### config.mk
export PLATFORM = sky130hd
export DESIGN_NAME = line_filter_case_insensitive_match_flat
export DESIGN_NICKNAME = d
export VERILOG_FILES = /design/src/design/lfcim_pkg.sv /design/src/design/lfcim_if.sv /design/src/design/lfcim_cell.sv /design/src/design/lfcim_verdict.sv /design/src/design/line_filter_case_insensitive_match.sv /design/src/flat_wrapper.sv
export SDC_FILE = /design/constraint.sdc
export NUM_CORES = 1
export LEC_CHECK = 0
export BUFFER_PORTS_ARGS = -buffer_cell sky130_fd_sc_hd__clkbuf_2
export CAP_MARGIN = 20
export CORE_MARGIN = 2
export CORE_UTILIZATION = 27
export CTS_BUF_LIST = sky130_fd_sc_hd__clkbuf_16
export DETAILED_ROUTE_END_ITERATION = 6
export GPL_TIMING_DRIVEN = 0
export SLEW_MARGIN = 20
export SYNTH_ARGS = -nofsm -noshare
export SYNTH_HDL_FRONTEND = slang
export SYNTH_HIERARCHICAL = 1
export SYNTH_SLANG_ARGS = --single-unit
### constraint.sdc
create_clock -name clock -period 5.7 [get_ports clock]
set_clock_uncertainty 0.2 [all_clocks]
set_input_delay 1.14 -clock clock [delete_from_list [all_inputs] [get_ports clock]]
set_output_delay 1.14 -clock clock [all_outputs]
set_load 0.01 [all_outputs]
### src/design/lfcim_pkg.sv
// ---------------------------------------------------------------------------
// Line filter package
// Shared constants, types and the ASCII case fold for the line filter.
// ---------------------------------------------------------------------------
package lfcim_pkg;

   localparam int MAX_PATTERN = 16;
   localparam int MAX_LINE    = 4096;
   localparam int BYTE_W      = 8;
   localparam int PAT_W       = MAX_PATTERN * BYTE_W;
   localparam int PAT_IDX_W   = $clog2(MAX_PATTERN);
   localparam int PLEN_W      = $clog2(MAX_PATTERN + 1);
   localparam int LINE_W      = $clog2(MAX_LINE + 1);
   localparam int HIST_DEPTH  = MAX_PATTERN - 1;
   localparam int CSR_IDX_W   = 2;
   localparam int CSR_DATA_W  = 64;
   localparam int CFG_LEN_W   = 5;

   localparam logic [BYTE_W-1:0] NEWLINE_BYTE = 8'd10;
   localparam logic [BYTE_W-1:0] UPPER_A      = 8'h41;
   localparam logic [BYTE_W-1:0] UPPER_Z      = 8'h5A;
   localparam logic [BYTE_W-1:0] CASE_OFFSET  = 8'h20;

   typedef enum logic [CSR_IDX_W-1:0] {
      CSR_PATTERN_LOW  = 2'd0,
      CSR_PATTERN_HIGH = 2'd1,
      CSR_PATTERN_LEN  = 2'd2
   } csr_index_type;

   typedef struct packed {
      logic [BYTE_W-1:0] data;
      logic              live;
   } cell_data_type;

   typedef struct packed {
      logic hit;
      logic pass_all;
   } match_type;

   function automatic logic [BYTE_W-1:0] fold(input logic [BYTE_W-1:0] c);
      logic [BYTE_W-1:0] r;
      r = c;
      if (c >= UPPER_A && c <= UPPER_Z) begin
         r = c + CASE_OFFSET;
      end
      return r;
   endfunction

   function automatic logic [CSR_DATA_W-1:0] fold_word(input logic [CSR_DATA_W-1:0] w);
      logic [CSR_DATA_W-1:0] r;
      r = '0;
      for (int i = 0; i < CSR_DATA_W / BYTE_W; i++) begin
         r[i*BYTE_W +: BYTE_W] = fold(w[i*BYTE_W +: BYTE_W]);
      end
      return r;
   endfunction

endpackage

### src/design/lfcim_if.sv
// ---------------------------------------------------------------------------
// Line filter channels
// Valid/ready channels for text bytes, line verdicts and register writes.
// ---------------------------------------------------------------------------
interface lfcim_req_if;
   logic                            valid;
   logic                            ready;
   logic [lfcim_pkg::BYTE_W-1:0]    in_byte;
   modport source (output valid, output in_byte, input ready);
   modport sink   (input valid, input in_byte, output ready);
endinterface

interface lfcim_rsp_if;
   logic                            valid;
   logic                            ready;
   logic                            keep_line;
   logic                            too_long;
   logic [lfcim_pkg::LINE_W-1:0]    line_length;
   modport source (output valid, output keep_line, output too_long, output line_length,
                   input ready);
   modport sink   (input valid, input keep_line, input too_long, input line_length,
                   output ready);
endinterface

interface lfcim_csr_if;
   logic                               valid;
   logic                               ready;
   logic [lfcim_pkg::CSR_IDX_W-1:0]    index;
   logic [lfcim_pkg::CSR_DATA_W-1:0]   data;
   modport source (output valid, output index, output data, input ready);
   modport sink   (input valid, input index, input data, output ready);
endinterface

### src/design/lfcim_cell.sv
// ---------------------------------------------------------------------------
// Line filter history cell
// Holds one folded byte of the current line and compares it to its
// pattern byte; passes the byte to the next cell on every accepted byte and empties on a newline.
// ---------------------------------------------------------------------------
module lfcim_cell (
   input  logic                          clock,
   input  logic                          reset,
   input  logic                          advance,
   input  logic                          flush,
   input  lfcim_pkg::cell_data_type      shift_in,
   output lfcim_pkg::cell_data_type      shift_out,
   input  logic [lfcim_pkg::BYTE_W-1:0]  pat_byte,
   input  logic                          in_use,
   output logic                          hit
);

   logic [lfcim_pkg::BYTE_W-1:0] data_ff;
   logic                         live_ff;

   always_ff @(posedge clock) begin
      if (reset) begin
         live_ff <= 1'b0;
      end else if (advance) begin
         live_ff <= flush ? 1'b0 : shift_in.live;
      end
   end

   always_ff @(posedge clock) begin
      if (advance && !flush) begin
         data_ff <= shift_in.data;
      end
   end

   assign shift_out = lfcim_pkg::cell_data_type'{data: data_ff, live: live_ff};
   assign hit       = !in_use || (live_ff && (data_ff == pat_byte));

endmodule

### src/design/lfcim_verdict.sv
// ---------------------------------------------------------------------------
// Line filter verdict
// Counts line bytes, tracks a match within the line and registers one
// verdict per newline toward the result channel.
// ---------------------------------------------------------------------------
module lfcim_verdict (
   input  logic                   clock,
   input  logic                   reset,
   input  logic                   accept,
   input  logic                   is_newline,
   input  lfcim_pkg::match_type   match,
   output logic                   room,
   lfcim_rsp_if.source            rsp_if
);

   localparam logic [lfcim_pkg::LINE_W-1:0] LINE_MAX =
      lfcim_pkg::LINE_W'(lfcim_pkg::MAX_LINE);

   logic [lfcim_pkg::LINE_W-1:0] count_ff;
   logic [lfcim_pkg::LINE_W-1:0] count_in;
   logic                         found_ff;
   logic                         found_in;
   logic                         valid_ff;
   logic                         valid_in;
   logic                         keep_ff;
   logic                         too_long_ff;
   logic [lfcim_pkg::LINE_W-1:0] length_ff;
   logic                         too_long;

   assign room     = !valid_ff || rsp_if.ready;
   assign too_long = (count_ff >= LINE_MAX);

   always_comb begin
      count_in = count_ff;
      found_in = found_ff;
      valid_in = valid_ff && !rsp_if.ready;
      if (accept) begin
         if (is_newline) begin
            count_in = '0;
            found_in = 1'b0;
            valid_in = 1'b1;
         end else begin
            if (count_ff < LINE_MAX) begin
               count_in = count_ff + 1'b1;
            end
            found_in = found_ff || match.hit;
         end
      end
   end

   always_ff @(posedge clock) begin
      if (reset) begin
         count_ff <= '0;
         found_ff <= 1'b0;
         valid_ff <= 1'b0;
      end else begin
         count_ff <= count_in;
         found_ff <= found_in;
         valid_ff <= valid_in;
      end
   end

   always_ff @(posedge clock) begin
      if (accept && is_newline) begin
         keep_ff     <= (match.pass_all || found_ff) && !too_long;
         too_long_ff <= too_long;
         length_ff   <= count_ff;
      end
   end

   assign rsp_if.valid       = valid_ff;
   assign rsp_if.keep_line   = keep_ff;
   assign rsp_if.too_long    = too_long_ff;
   assign rsp_if.line_length = length_ff;

endmodule

### src/design/line_filter_case_insensitive_match.sv
// ---------------------------------------------------------------------------
// Line filter with case-insensitive literal match
// Scans a byte stream line by line for a configured literal.
// ---------------------------------------------------------------------------
// Usage:
//   req_if carries one text byte per request; byte 10 ends a line.
//   rsp_if carries one verdict per newline: keep_line, too_long and the
//   line length (saturating at 4096). Other bytes give no response.
//   csr_if writes the pattern: index 0 bytes 0..7, index 1 bytes 8..15,
//   index 2 the length (0 passes every line that is not too long, above 16 acts as 16).
//   Write the pattern only while no verdict is pending.
// Throughput: one byte per cycle unless stalled; a row of 15 history cells
//   compares the last bytes against the pattern in parallel with the incoming byte.
// Latency: the verdict is valid the cycle after its newline is accepted.
// Stall: the verdict waits in an output register; while it waits and the
//   receiver holds ready low, the block takes no bytes at all.
// Reset: pattern, length, line count and match flag clear; history cells are marked empty.
// ---------------------------------------------------------------------------
module line_filter_case_insensitive_match (
   input  logic         clock,
   input  logic         reset,
   lfcim_req_if.sink    req_if,
   lfcim_rsp_if.source  rsp_if,
   lfcim_csr_if.sink    csr_if
);

   localparam int DEPTH = lfcim_pkg::HIST_DEPTH;
   localparam logic [lfcim_pkg::PLEN_W-1:0] PLEN_MAX =
      lfcim_pkg::PLEN_W'(lfcim_pkg::MAX_PATTERN);

   logic [lfcim_pkg::PAT_W-1:0]      pat_ff;
   logic [lfcim_pkg::CFG_LEN_W-1:0]  plen_ff;
   logic [lfcim_pkg::PLEN_W-1:0]     len_eff;
   logic [lfcim_pkg::PAT_IDX_W-1:0]  head_idx;
   logic [lfcim_pkg::BYTE_W-1:0]     byte_fold;
   logic                             head_hit;
   logic                             is_newline;
   logic                             room;
   logic                             accept;
   logic [DEPTH-1:0]                 hits;
   lfcim_pkg::cell_data_type         chain [0:DEPTH];
   lfcim_pkg::match_type             match;

   assign csr_if.ready = 1'b1;

   always_ff @(posedge clock) begin
      if (reset) begin
         pat_ff  <= '0;
         plen_ff <= '0;
      end else if (csr_if.valid) begin
         unique case (lfcim_pkg::csr_index_type'(csr_if.index))
            lfcim_pkg::CSR_PATTERN_LOW: begin
               pat_ff[lfcim_pkg::CSR_DATA_W-1:0] <= lfcim_pkg::fold_word(csr_if.data);
            end
            lfcim_pkg::CSR_PATTERN_HIGH: begin
               pat_ff[lfcim_pkg::PAT_W-1:lfcim_pkg::CSR_DATA_W] <=
                  lfcim_pkg::fold_word(csr_if.data);
            end
            lfcim_pkg::CSR_PATTERN_LEN: begin
               plen_ff <= csr_if.data[lfcim_pkg::CFG_LEN_W-1:0];
            end
            default: begin
            end
         endcase
      end
   end

   assign len_eff = (plen_ff > lfcim_pkg::CFG_LEN_W'(PLEN_MAX)) ? PLEN_MAX
                                                              : lfcim_pkg::PLEN_W'(plen_ff);

   assign accept      = req_if.valid && room;
   assign req_if.ready = room;
   assign byte_fold   = lfcim_pkg::fold(req_if.in_byte);
   assign is_newline  = (req_if.in_byte == lfcim_pkg::NEWLINE_BYTE);

   assign head_idx = lfcim_pkg::PAT_IDX_W'(len_eff - 1'b1);
   assign head_hit = (byte_fold == pat_ff[{head_idx, 3'b000} +: lfcim_pkg::BYTE_W]);

   assign chain[0] = lfcim_pkg::cell_data_type'{data: byte_fold, live: 1'b1};

   for (genvar k = 0; k < DEPTH; k++) begin : g_cell
      logic [lfcim_pkg::PAT_IDX_W-1:0] pat_idx;
      logic                            in_use;

      assign in_use  = (lfcim_pkg::PLEN_W'(k + 1) < len_eff);
      assign pat_idx = lfcim_pkg::PAT_IDX_W'(len_eff - lfcim_pkg::PLEN_W'(k + 2));

      lfcim_cell u_cell (
         .clock     (clock),
         .reset     (reset),
         .advance   (accept),
         .flush     (is_newline),
         .shift_in  (chain[k]),
         .shift_out (chain[k+1]),
         .pat_byte  (pat_ff[{pat_idx, 3'b000} +: lfcim_pkg::BYTE_W]),
         .in_use    (in_use),
         .hit       (hits[k])
      );
   end

   assign match.pass_all = (len_eff == '0);
   assign match.hit      = !match.pass_all && head_hit && (&hits);

   lfcim_verdict u_verdict (
      .clock      (clock),
      .reset      (reset),
      .accept     (accept),
      .is_newline (is_newline),
      .match      (match),
      .room       (room),
      .rsp_if     (rsp_if)
   );

endmodule
### src/flat_wrapper.sv
// flat-port wrapper written by rule: the top's interface ports become plain ports
module line_filter_case_insensitive_match_flat 
  (clock, reset, req_if_valid, req_if_in_byte, req_if_ready, rsp_if_valid, rsp_if_keep_line, rsp_if_too_long, rsp_if_line_length, rsp_if_ready, csr_if_valid, csr_if_index, csr_if_data, csr_if_ready);
  lfcim_req_if req_if_i ();
  lfcim_rsp_if rsp_if_i ();
  lfcim_csr_if csr_if_i ();
  input  logic clock;
  input  logic reset;
  input wire logic [$bits(req_if_i.valid)-1:0] req_if_valid;
  input wire logic [$bits(req_if_i.in_byte)-1:0] req_if_in_byte;
  output wire logic [$bits(req_if_i.ready)-1:0] req_if_ready;
  output wire logic [$bits(rsp_if_i.valid)-1:0] rsp_if_valid;
  output wire logic [$bits(rsp_if_i.keep_line)-1:0] rsp_if_keep_line;
  output wire logic [$bits(rsp_if_i.too_long)-1:0] rsp_if_too_long;
  output wire logic [$bits(rsp_if_i.line_length)-1:0] rsp_if_line_length;
  input wire logic [$bits(rsp_if_i.ready)-1:0] rsp_if_ready;
  input wire logic [$bits(csr_if_i.valid)-1:0] csr_if_valid;
  input wire logic [$bits(csr_if_i.index)-1:0] csr_if_index;
  input wire logic [$bits(csr_if_i.data)-1:0] csr_if_data;
  output wire logic [$bits(csr_if_i.ready)-1:0] csr_if_ready;
  assign req_if_i.valid = req_if_valid;
  assign req_if_i.in_byte = req_if_in_byte;
  assign req_if_ready = req_if_i.ready;
  assign rsp_if_valid = rsp_if_i.valid;
  assign rsp_if_keep_line = rsp_if_i.keep_line;
  assign rsp_if_too_long = rsp_if_i.too_long;
  assign rsp_if_line_length = rsp_if_i.line_length;
  assign rsp_if_i.ready = rsp_if_ready;
  assign csr_if_i.valid = csr_if_valid;
  assign csr_if_i.index = csr_if_index;
  assign csr_if_i.data = csr_if_data;
  assign csr_if_ready = csr_if_i.ready;
  line_filter_case_insensitive_match u_core (.clock(clock), .reset(reset), .req_if(req_if_i), .rsp_if(rsp_if_i), .csr_if(csr_if_i));
endmodule
# Word level (Yosys, flattened, before mapping)
# Index checks and enable logic that the tools add are counted.
# Widths: inputs -> output; s select.
dict set report op_classes {
  n_lt_le_gt_ge 36
  n_addsub 26
  eq_ne 19
  reduce_logical 77
  n_mux 30
  shifts 16
}
# op count
set ops {}
lappend ops {{$shiftx 128x8->8} 16}
lappend ops {{$eq 8x8->1} 16}
lappend ops {{$add 8x6->8 const B} 9}
lappend ops {{$ge 8x7->1 const B} 9}
lappend ops {{$le 8x7->1 const B} 9}
lappend ops {{$mux 8} 9}
lappend ops {{$lt 4x5->1 const A} 8}
lappend ops {{$sub 4x4->4 const B} 8}
lappend ops {{$logic_and 1x1->1} 31}
lappend ops {{$mux 13} 2}
lappend ops {{$logic_not 1->1} 20}
lappend ops {{$lt 3x5->1 const A} 4}
lappend ops {{$logic_or 1x1->1} 18}
lappend ops {{$mux 1} 18}
lappend ops {{$sub 4x3->4 const B} 4}
lappend ops {{$reduce_and 15->1} 1}
lappend ops {{$add 13x1->13 const B} 1}
lappend ops {{$ge 13x13->1 const B} 1}
lappend ops {{$lt 13x13->1 const B} 1}
lappend ops {{$lt 2x5->1 const A} 2}
lappend ops {{$eq 8x4->1 const B} 1}
lappend ops {{$reduce_and 2->1} 4}
lappend ops {{$sub 4x1->4 const B} 2}
lappend ops {{$sub 4x2->4 const B} 2}
lappend ops {{other kinds (8)} 8}
dict set report totals {
  out_inout_bits 18
  regBits 298
  wordCells 243
  input_bits 79
}

# Depth between registers and ports, before layout
# Gate-level depths: netlist of the first run.
dict set report depth {
  word_depth 11
  depth_mapped 22
}

# Cells and area by module
# The synthesis of the first run kept the hierarchy.
# mod seq_area_each_um2 instances cells_per_inst area_each_um2
set modules_own_cells {}
lappend modules_own_cells {line_filter_case_insensitive_match 2662.6 1 1173 11412.2}
lappend modules_own_cells {lfcim_cell 260.2 15 26 386.6}
lappend modules_own_cells {lfcim_verdict 750.7 1 102 1198.6}

# Least setup slack after synthesis of the first run
# Ideal clock, no wire load.
dict set report synth_path {
  kind {register to register}
  startpoint {register u_core/plen_ff[4] (netlist name)}
  endpoint {register u_core.u_verdict.found_ff}
  path_slack_ns 0.882
  t_arrival_ns 4.551
  setup_ns 0.066
  path_stages_with_launch 21
  required_time_ns 5.434
  path_cell_list {dfxtp_1 buf_6 nor2b_1 buf_1 inv_2 buf_1 ha_1 and4_1 nor2_1 buf_2 buf_1 mux4_2 xnor2_1 nand3_1 o31ai_2 nand4_1 nor3_1 nand4b_1 nor3_2 a21oi_1 nor2_1}
}
# element line_no
set synth_rtl {}
lappend synth_rtl {{start, declared} line_filter_case_insensitive_match.sv:32} ;# logic [lfcim_pkg::CFG_LEN_W-1:0] plen_ff;
lappend synth_rtl {{start signal, assigned} line_filter_case_insensitive_match.sv:60} ;# plen_ff <= csr_if.data[lfcim_pkg::CFG_LEN_W-1:0];
lappend synth_rtl {{end signal, assigned} lfcim_verdict.sv:58} ;# found_ff <= found_in;
lappend synth_rtl {{end, declared} lfcim_verdict.sv:21} ;# logic found_ff;

==> results by group, run 1 <==
Floorplanning
  – Row cnt: 95
  – Die ar.: about 70000 um^2
  – Die height: between 200 and 300 um
  – Core ar.: 67300 um^2
  – Number of I/O pins: 97
  – Initial Utilization: a little over a quarter
  – Die W: 265 um

STA
  – Relative slew slack: around two fifths
  – Worst Tran Pin Value: 0.909 ns
  – Slew Viols, Final: 0
  – Slack of the critical path: roughly 0.21 ns
  – Final min period: about 5.5 ns
  – FMAX: around 0.18 GHz
  – Setup violators final: 0
  – Final Hold Fails: 0
  – Fin crit share: 96.3%

Routing
  – Final wirelength: 68.2 mm
  – DRT Pass-1 Iters: 5
  – Average wire per standard cell: about 25 um
  – DR vias/cell: 5.44
  – Detailed Route Iter0 Violations: about 1800
  – DRC Markers: 0
  – DR vias: between 10000 and 15000
  – Post-route ant nets: 0

CTS
  – Sink Count: 298
  – Clk pin slew, worst setup/hold paths: around 0.060 ns
  – Insertion delay to the later sink of the worst-skew pair: 0.57 ns
  – Hold-fix buffers, CTS: 0
  – Post-CTS setup buffer count: 0
  – Max clock buf depth: 3
  – Root Buffer: clkbuf_16
  – H-Tree Depth: 2
  – CTS tree: done
  – CTS Buf Count: 36

Layout
  – Cell area after layout: 21300 um^2
  – Final core area utilization: a little under a third
  – Share of cells above drive strength 1: 20.8%
  – Nets: between 1500 and 2000
  – Area grow syn2layout: 16.0%
  – N_diodes: 0
  – Post-Layout Cell Count: about 2700
  – # fillers: ~6900

Global routing
  – Largest net degree at the start of global routing: 39
  – Grt total ovfl: 0
  – First-pass GRT wire length: ~98 mm
  – Initial antenna violation count: 0
  – Overall Global Routing Usage: about a fifth
  – Vias in the first global route: approximately 14000

Placement
  – Post-Place Cells: roughly 2600
  – Pre-CTS setup slack: -0.943 ns
  – Post-Place Cell Area: ~20000 um^2
  – PortBufs: 95
  – HPWL after DPL: around 56 mm
  – Routability Congestion: about 1.0

Yosys
  – Synthesized cell area: 18400 um^2
  – Mean area per synthesized cell: approximately 11 um^2
  – Gate Count Post-Synth: 1664
  – Yosys warnings: 6

Critical path
  – Crit start category: flop
  – CP Class: reg2reg
  – Worst-path fanout max: 10
  – CP arrival: 5.79 ns
  – CP Capture Type: flop
  – CP required: 6.00 ns

Min path
  – Hold Crit Class: reg2reg

Pwr
  – Max VDD drop: 0.242 mV
  – P per Cell Area: ~270 nW/um^2
  – Leakage: a little under 8 nW
  – Total power: around 5.7 mW

Outcome
  – Outcome: complete, no violations

Flow run
  – Maxcap violations: 0
==> per-layer routing <==
layer	global-route usage, %	part of all wire (%)
met1	25.0	41
met2	31.4	47
met3	3.28	8.6
met4	7.51	4.2
met5	0	0
==> final timing paths <==
| kind | start | endpoint | slack, ns | cells after the start |
|---|---|---|---|---|
| max reg2reg | u_core/plen_ff[4] | u_core/u_verdict/found_ff | 0.21 | 22 |
| max | u_core/plen_ff[4] | u_core/u_verdict/found_ff | 0.21 | 22 |
| min reg2reg | u_core/g_cell[7].u_cell/data_ff[6] | u_core/g_cell[8].u_cell/data_ff[6] | 0.26 | 0 |
| min | u_core/g_cell[7].u_cell/data_ff[6] | u_core/g_cell[8].u_cell/data_ff[6] | 0.26 | 0 |
==> worst max-delay path: stages (launching register included) <==
cell,delay [ns]
dfxtp_1,0.32
buf_6,0.17
nand2b_4,0.14
buf_6,0.15
buf_6,0.17
buf_2,0.32
buf_4,0.30
ha_2,0.25
xnor2_1,0.15
clkbuf_4,0.29
buf_4,0.27
buf_2,0.34
mux2i_1,0.34
mux2i_1,0.22
xnor2_1,0.19
nand3_1,0.14
o31ai_2,0.26
nand4_1,0.17
nor2_2,0.28
nand4b_1,0.22
nor3_4,0.29
a21oi_1,0.10
nor2_1,0.12
==> cell type report <==
class	instances	area, um^2	share of cell area (%)
Buffer	108	582	2.73
Clock buffer	36	901	4.22
Clock inverter	30	327	1.53
Inverter	19	75.1	0.352
Multi-Input combinational cell	1232	10600	49.5
Sequential cell	298	7320	34.3
Tap cell	873	1090	5.12
Timing Repair Buffer	97	490	2.30
==> report_power, final <==
group / switching, mW / total, mW / internal (mW)
Sequential: 0.101 / 2.44 / 2.33
Clock: 0.958 / 2.40 / 1.44
Combinational: 0.504 / 0.836 / 0.332
==> cell usage in the layout (no fill, tap or decap), drive strengths merged, types with 5 or more instances in the layout <==
cell type	instances
a211oi	41
o31ai	15
dfxtp	163
or3	10
inv	29
nand4	23
o311ai	6
xnor2	136
nand2b	5
a31oi	8
a21oi	133
o21ai	5
xor2	5
nand2	196
clkbuf	191
buf	50
a21o	6
clkinv	10
mux4	117
nor2	118
edfxtp	135
bufinv	6
nor2b	37
mux2i	280
nor3	8
ha	23
nand3	18
==> registers in the layout (all words and copies together) (netlist names) <==
register	cells
u_core/u_verdict/count_ff	13
u_core/u_verdict/rsp_if.valid	1
u_core/g_cell.u_cell/live_ff	15
u_core/u_verdict/rsp_if.line_length	13
u_core/pat_ff	128
u_core/g_cell.u_cell/data_ff	120
u_core/plen_ff	5
u_core/u_verdict/rsp_if.too_long	1
u_core/u_verdict/found_ff	1
u_core/u_verdict/rsp_if.keep_line	1
==> timing repair <==
item                       CTS  global route
pin swaps                    0             0
resized for setup           31            19
setup endpoints to repair    1             1
==> metrics by stage <==
stage	setup TNS, ns	hold WS (ns)
floorplan	0	0.237
global placement	-0.942	0.254
finish	0	0.259
global route	-0.00324	0.263
detailed placement	-0.943	0.259
CTS	0	0.249
Power figures use the tool's default switching activity.
==> inputs of run 2 (changes only) <==
--- a/config.mk
+++ b/config.mk
@@ -5,13 +5,15 @@
 export SDC_FILE = /design/constraint.sdc
 export NUM_CORES = 1
 export LEC_CHECK = 0
+export ABC_AREA = 1
 export BUFFER_PORTS_ARGS = -buffer_cell sky130_fd_sc_hd__clkbuf_2
 export CAP_MARGIN = 20
 export CORE_MARGIN = 2
-export CORE_UTILIZATION = 27
+export CORE_UTILIZATION = 45
 export CTS_BUF_LIST = sky130_fd_sc_hd__clkbuf_16
 export DETAILED_ROUTE_END_ITERATION = 6
 export GPL_TIMING_DRIVEN = 0
+export REMOVE_ABC_BUFFERS = 1
 export SLEW_MARGIN = 20
 export SYNTH_ARGS = -nofsm -noshare
 export SYNTH_HDL_FRONTEND = slang
==> results by group, run 2 <==
Floorplanning
  – Number of I/O pins: 97 (unchanged)
  – Row cnt: 76 (-20%)
  – Core ar.: 43300 um^2 (-36%)
  – Die height: 214 um (-19%)
  – Initial Utilization: 45.9% (+19 points)
  – Die ar.: 45800 um^2 (-35%)
  – Die W: 214 um (-19%)

Routing
  – WL met2: 33.0 mm (+3.7%)
  – Final wirelength: 72.9 mm (+6.9%)
  – DR vias: 20000 (+37%)
  – Post-route ant nets: 0 (unchanged)
  – Average wire per standard cell: 20.0 um (-21%)
  – Detailed Route Iter0 Violations: 2174 (+21%)
  – DR vias/cell: 5.49 (+0.80%)
  – DRT met1 WL: 30.7 mm (+11%)
  – Met3 Wirelength: 5.45 mm (-7.5%)
  – DRT Pass-1 Iters: 6 (+1)
  – DR top layer: met4
  – DRC Markers: 0 (unchanged)

Min path
  – Hold Path Depth: 2 (+2)
  – Hold Crit Class: reg2reg
  – Hold Startpoint: u_core/pat_ff[115]
  – Min-Delay Endpoint: u_core/pat_ff[115]

Placement
  – HPWL after DPL: 55.3 mm (-2.2%)
  – Pre-CTS setup slack: -1.69 ns (-0.746 ns)
  – Routability Congestion: 1.02 (+0.79%)
  – Post-Place Cell Area: 20600 um^2 (+3.2%)
  – PortBufs: 95 (unchanged)

Pwr
  – Leakage: 10.0 nW (+28%)
  – NetSw: 2.19 mW (+40%)
  – P per Cell Area: 288 nW/um^2 (+8.3%)
  – Internal: 4.16 mW (+1.4%)
  – Sequential power share: 38.2% (-4.8 points)
  – Clk pwr share: 36.5% (-5.8 points)
  – Comb pwr share: 25.3% (+10 points)
  – Max VDD drop: 0.217 mV (-10%)
  – Net Sw Frac: 34.4% (+6.9 points)

Layout
  – FF/Latch Area: 7320 um^2 (about the same)
  – N_diodes: 0 (unchanged)
  – Multi-input gate area: 10300 um^2 (-2.5%)
  – Commonest cells after routing, fill and taps aside: 896 x nand2_1, 425 x inv_1, 378 x o21ai_0
  – Commonest non-fill, non-tap cell in the layout: nand2_1
  – Biggest regs: u_core/pat_ff: 128 flops, u_core/g_cell.u_cell/data_ff: 120 flops, u_core/g_cell.u_cell/live_ff: 15 flops
  – Share of cells above drive strength 1: 7.76% (-13 points)
  – Nets: 3142 (+66%)
  – Max FFs per register: 128 (unchanged)
  – Reg with most FFs: u_core/pat_ff
  – # fillers: 4391 (-36%)
  – Area grow syn2layout: 11.2%
  – Final core area utilization: 51.0% (+19 points)
  – Cell area after layout: 22100 um^2 (+3.4%)

STA
  – Setup violators final: 0 (unchanged)
  – Relative slew slack: 35.2% (-4.2 points)
  – Fin crit share: 97.1% (+0.82 points)
  – FMAX: 0.181 GHz (-0.85%)
  – Final min period: 5.53 ns (+0.0470 ns)
  – Worst Tran Pin Value: 0.968 ns (+0.0596 ns)
  – Setup TNS Final: 0 ns (unchanged)
  – Slew Viols, Final: 0 (unchanged)
  – Hold slack: 0.272 ns (+0.0137 ns)
  – Final Hold Fails: 0 (unchanged)
  – Slack of the critical path: 0.166 ns (-0.0470 ns)

Global routing
  – Vias in the first global route: 18200 (+28%)
  – Largest net degree at the start of global routing: 126 (+220%)
  – Grt total ovfl: 0 (unchanged)
  – Initial antenna violation count: 1 (+1)
  – Overall Global Routing Usage: 31.1% (+12 points)
  – First-pass GRT wire length: 108 mm (+10%)

CTS
  – Max clock buf depth: 3 (unchanged)
  – CTS tree: done
  – Insertion delay to the later sink of the worst-skew pair: 0.58 ns (about the same)
  – CTS Buf Count: 37 (+2.8%)
  – H-Tree Depth: 2 (unchanged)
  – Sink Count: 298 (unchanged)
  – Root Buffer: clkbuf_16
  – Clk pin slew, worst setup/hold paths: 0.07 ns (about the same)
  – Hold-fix buffers, CTS: 0 (unchanged)

Yosys
  – Yosys warnings: 6 (unchanged)
  – Mean area per synthesized cell: 6.52 um^2 (-41%)
  – Synthesized cell area: 19800 um^2 (+7.9%)
  – Gate Count Post-Synth: 3045 (+83%)

Critical path
  – CP Buf/Inv Count: 5 (-3)
  – Slowest cell on crit path: dfxtp_4
  – Most used cell, CP: nand2_1
  – Max incr delay on CP: 0.54 ns (+0.20 ns)
  – Reg-to-reg slack, setup: 0.17 ns (-0.05 ns)
  – CP required: 6.01 ns (about the same)
  – Crit path max-delay family: simple AND/OR/NAND/NOR gates
  – R2R Path Start: u_core/plen_ff[0]
  – CP Capture Type: flop
  – Worst-path fanout max: 30 (+20)
  – R2R Path End: u_core/u_verdict/found_ff
  – Crit start category: flop
  – CP Class: reg2reg
  – CP arrival: 5.84 ns (+0.05 ns)
  – Worst Reg-to-Reg Cells: 26 (+18%)

Outcome
  – Outcome: complete, no violations

Flow run
  – Maxcap violations: 0 (unchanged)
## run 2: changes by cell type in the layout (fill, tap and decap cells not counted), moves of 98 or more
cell / before / now
nand2_1: 196 / 896
inv_1: 22 / 425
o21ai_0: 5 / 378
mux2i_1: 270 / 35
nand3_1: 18 / 173
mux4_2: 117 / 0
nor2_1: 115 / 215
xnor2_1: 129 / 31
## run 2: per-layer routing
layer | global-route usage (%) | vias up
met2 | 50.7 | 721
met1 | 40.4 | 9365
li1 | - | 9794
met4 | 15.1 | 0
met3 | 4.55 | 152
met5 | 0 | -
## run 2: final cells by class
| class | count | share of cell area [%] |
|---|---|---|
| tap | 585 | 3.32 |
| timing repair buffer | 115 | 3.95 |
| timing repair inverter | 1 | 0.0340 |
| multi-input combinational | 2155 | 46.7 |
| inverter | 432 | 7.49 |
| clock inverter | 28 | 1.04 |
| sequential | 298 | 33.2 |
| clock buffer | 38 | 4.31 |
## run 2: how the worst max path moves through the flow
stage / startpoint / to / slack, ns / cells after the start
after global routing: u_core/plen_ff[0] / u_core/u_verdict/found_ff / -0.0001 / 29
after floorplan: u_core/plen_ff[4] / u_core/u_verdict/found_ff / -1.01 / 26
after global placement: u_core/plen_ff[4] / u_core/u_verdict/found_ff / -5.81 / 27
final: u_core/plen_ff[0] / u_core/u_verdict/found_ff / 0.17 / 26
after detailed placement: u_core/plen_ff[4] / u_core/u_verdict/found_ff / -1.69 / 26
after CTS: u_core/plen_ff[0] / u_core/u_verdict/found_ff / 0.003 / 28
## run 2: what timing repair did
| action | in CTS | in global routing |
|---|---|---|
| pin swaps | 2 | 2 |
| buffers inserted | 6 | 0 |
| resized for setup | 28 | 17 |
| gates cloned | 1 | 3 |
| endpoints found under the hold margin | 0 | 0 |
| setup endpoints to repair | 1 | 1 |
## run 2: tightest hold or removal path: stages, from the launching register on
cell	delay [ns]
dfxtp_1	0.31
inv_1	0.06
a21oi_1	0.05
## run 2: power by group through the flow
stage / Clock [mW] / Sequential (mW) / Combinational (mW)
after floorplan: 0 / 2.44 / 0.959
after global placement: 0 / 2.47 / 1.47
after detailed placement: 0 / 2.47 / 1.52
after CTS: 2.37 / 2.42 / 1.55
after global routing: 2.45 / 2.44 / 1.76
final: 2.32 / 2.43 / 1.60
## run 2: stage by stage
step	power, mW	cells
5_1_grt	6.65	3652
3_5_place_dp	3.99	3576
2_1_floorplan	3.40	2883
6_report	6.35	3652
3_3_place_gp	3.94	3563
4_1_cts	6.34	3649
==> inputs of run 3 (changes only) <==
--- a/config.mk
+++ b/config.mk
@@ -8,11 +8,14 @@
 export ABC_AREA = 1
 export BUFFER_PORTS_ARGS = -buffer_cell sky130_fd_sc_hd__clkbuf_2
 export CAP_MARGIN = 20
-export CORE_MARGIN = 2
-export CORE_UTILIZATION = 45
+export CELL_PAD_IN_SITES_DETAIL_PLACEMENT = 1
+export CELL_PAD_IN_SITES_GLOBAL_PLACEMENT = 2
+export CORE_MARGIN = 4
+export CORE_UTILIZATION = 35
 export CTS_BUF_LIST = sky130_fd_sc_hd__clkbuf_16
 export DETAILED_ROUTE_END_ITERATION = 6
 export GPL_TIMING_DRIVEN = 0
+export PLACE_DENSITY_LB_ADDON = 0.1
 export REMOVE_ABC_BUFFERS = 1
 export SLEW_MARGIN = 20
 export SYNTH_ARGS = -nofsm -noshare
==> results by group, run 3 (synthesis results as in run 2) <==
Critical path
  – CP Buf/Inv Count: 2 (-3)
  – Crit path cell chain: nor2_4, buf_4, ha_1, xnor2_4, clkinvlp_4, nand2_1, o21ai_0, o21ai_1, nand2_1, nand2_1, nand3_1, nor2_1, nand2_1, nand2_1, nand4_1, nor3_4, nand2_1, nor2_1, nand3_1, nor2_4, a21oi_1, nor2_1
  – CP Class: reg2reg
  – Crit start category: flop
  – Slowest cell on crit path: xnor2_4
  – Reg-to-reg slack, setup: 0.17 ns (about the same)
  – CP Capture Type: flop
  – Max incr delay on CP: 0.64 ns (+0.10 ns)
  – Most used cell, CP: nand2_1
  – CP required: 6.00 ns (about the same)
  – Worst-path fanout max: 17 (-43%)
  – CP arrival: 5.83 ns (about the same)
  – Crit path max-delay family: simple AND/OR/NAND/NOR gates

Layout
  – Area grow syn2layout: 12.8%
  – Nets: 3152 (+0.32%)
  – Max FFs per register: 128 (unchanged)
  – Biggest regs: u_core/pat_ff: 128 flops, u_core/g_cell.u_cell/data_ff: 120 flops, u_core/g_cell.u_cell/live_ff: 15 flops
  – Reg with most FFs: u_core/pat_ff
  – Final core area utilization: 39.8% (-11 points)
  – Cell area after layout: 22400 um^2 (+1.4%)
  – Post-Layout Cell Count: 3835 (+5.0%)
  – # fillers: 7270 (+66%)
  – Commonest non-fill, non-tap cell in the layout: nand2_1
  – Commonest cells after routing, fill and taps aside: 896 x nand2_1, 428 x inv_1, 375 x o21ai_0
  – Share of cells above drive strength 1: 7.93% (+0.17 points)

Global routing
  – Grt total ovfl: 0 (unchanged)
  – Vias in the first global route: 20000 (+9.9%)
  – Initial antenna violation count: 1 (unchanged)
  – Largest net degree at the start of global routing: 113 (-10%)
  – First-pass GRT wire length: 124 mm (+15%)
  – Overall Global Routing Usage: 27.3% (-3.8 points)

CTS
  – H-Tree Depth: 2 (unchanged)
  – Root Buffer: clkbuf_16
  – Clk pin slew, worst setup/hold paths: 0.07 ns (about the same)
  – Max clock buf depth: 3 (unchanged)
  – CTS Buf Count: 38 (+2.7%)
  – Insertion delay to the later sink of the worst-skew pair: 0.57 ns (about the same)
  – CTS tree: done
  – Sink Count: 298 (unchanged)

Routing
  – DRC Markers: 0 (unchanged)
  – DR vias/cell: 5.22 (-4.8%)
  – Final wirelength: 84.8 mm (+16%)
  – Post-route ant nets: 0 (unchanged)
  – DRT Pass-1 Iters: 5 (-1)
  – DR vias: 20000 (-0.070%)
  – Average wire per standard cell: 22.1 um (+11%)
  – Detailed Route Iter0 Violations: 1358 (-38%)

STA
  – Worst Tran Pin Value: 1.19 ns (+0.222 ns)
  – Relative slew slack: 19.8% (-15 points)
  – Final min period: 5.53 ns (-0.00509 ns)
  – RSZ-0062 raised after global routing: no
  – Slew Viols, Final: 0 (unchanged)
  – Setup violators final: 0 (unchanged)
  – Final Hold Fails: 0 (unchanged)
  – FMAX: 0.181 GHz (about the same)
  – Fin crit share: 97.0% (about the same)

Pwr
  – Max VDD drop: 0.260 mV (+20%)
  – NetSw: 2.25 mW (+3.1%)
  – Clk pwr share: 35.8% (-0.7 points)
  – Internal: 4.08 mW (-1.9%)
  – P per Cell Area: 283 nW/um^2 (-1.6%)
  – Leakage: 10.1 nW (+0.53%)
  – Net Sw Frac: 35.6% (+1.1 points)
  – Sequential power share: 38.3% (about the same)
  – Comb pwr share: 25.9% (+0.6 points)

Floorplanning
  – Initial Utilization: 35.3% (-11 points)
  – Number of I/O pins: 97 (unchanged)
  – Die W: 246 um (+15%)
  – Die height: 246 um (+15%)
  – Die ar.: 60600 um^2 (+32%)
  – Core ar.: 56300 um^2 (+30%)
  – Row cnt: 87 (+14%)

Min path
  – Hold Crit Class: reg2reg

Placement
  – Post-Place Cell Area: 20900 um^2 (+1.3%)
  – Routability Congestion: 0.894 (-13%)
  – Post-Place Cells: 3750 (+4.9%)
  – PortBufs: 95 (unchanged)
  – HPWL after DPL: 64.8 mm (+17%)

Outcome
  – Outcome: complete, no violations

Flow run
  – Maxcap violations: 0 (unchanged)
[run 3: what timing repair did]
item | in CTS | in global routing
gates cloned | 3 | 3
buffers inserted | 6 | 4
gates resized for setup | 37 | 20
pin swaps | 4 | 6
hold buffers | 0 | 0
setup endpoints to repair | 1 | 1
[run 3: cell type report]
| type | count | area [um^2] | area share, % |
|---|---|---|---|
| Multi-Input combinational cell | 2157 | 10400 | 46.3 |
| Sequential cell | 298 | 7320 | 32.7 |
| Inverter | 432 | 1680 | 7.49 |
| Clock buffer | 40 | 1000 | 4.47 |
| Tap cell | 756 | 946 | 4.22 |
| Timing Repair Buffer | 122 | 938 | 4.19 |
| Clock inverter | 28 | 136 | 0.609 |
| Timing Repair inverter | 1 | 7.51 | 0.0335 |
| Antenna cell | 1 | 2.50 | 0.0112 |
[run 3: worst reg2reg max path: stages, from the launching register on]
cell	delay [ns]
dfxtp_4	0.54
nor2_4	0.08
buf_4	0.18
ha_1	0.32
xnor2_4	0.64
clkinvlp_4	0.59
nand2_1	0.18
o21ai_0	0.12
o21ai_1	0.40
nand2_1	0.10
nand2_1	0.08
nand3_1	0.16
nor2_1	0.26
nand2_1	0.10
nand2_1	0.07
nand4_1	0.15
nor3_4	0.37
nand2_1	0.10
nor2_1	0.21
nand3_1	0.19
nor2_4	0.21
a21oi_1	0.10
nor2_1	0.12
[run 3: final timing paths]
| check | from | endpoint | cells after the start |
|---|---|---|---|
| worst min-delay path | u_core/g_cell[8].u_cell/live_ff | u_core/g_cell[9].u_cell/live_ff | 2 |
| worst min register to register | u_core/g_cell[8].u_cell/live_ff | u_core/g_cell[9].u_cell/live_ff | 2 |
| worst max-delay path | u_core/plen_ff[4] | u_core/u_verdict/found_ff | 22 |
| worst max register to register | u_core/plen_ff[4] | u_core/u_verdict/found_ff | 22 |
[run 3: power groups by stage]
stage	Combinational (mW)	Clock, mW	Sequential (mW)
6_report	1.64	2.27	2.43
5_1_grt	1.81	2.42	2.44
4_1_cts	1.62	2.34	2.43
3_5_place_dp	1.59	0	2.47
3_3_place_gp	1.53	0	2.47
2_1_floorplan	0.959	0	2.44
[run 3: through the flow]
step	TNS [ns]	setup WS [ns]	total power, mW	hold slack (ns)
floorplan	-1.01	-1.01	3.40	0.232
global placement	-246.73	-6.97	3.99	0.251
finish	0	0.171	6.34	0.272
global route	0	0.00770	6.67	0.281
detailed placement	-2.05	-2.05	4.06	0.257
CTS	0	0.0409	6.38	0.271
[run 3: metal layers]
| layer | vias to the layer above | GRT usage, % | part of all wire, % |
|---|---|---|---|
| met3 | 102 | 2.92 | 4.0 |
| met1 | 9760 | 34.8 | 44 |
| met2 | 365 | 48.8 | 49 |
| met5 | - | 0 | 0 |
| li1 | 9791 | - | - |
| met4 | 0 | 8.09 | 3.5 |
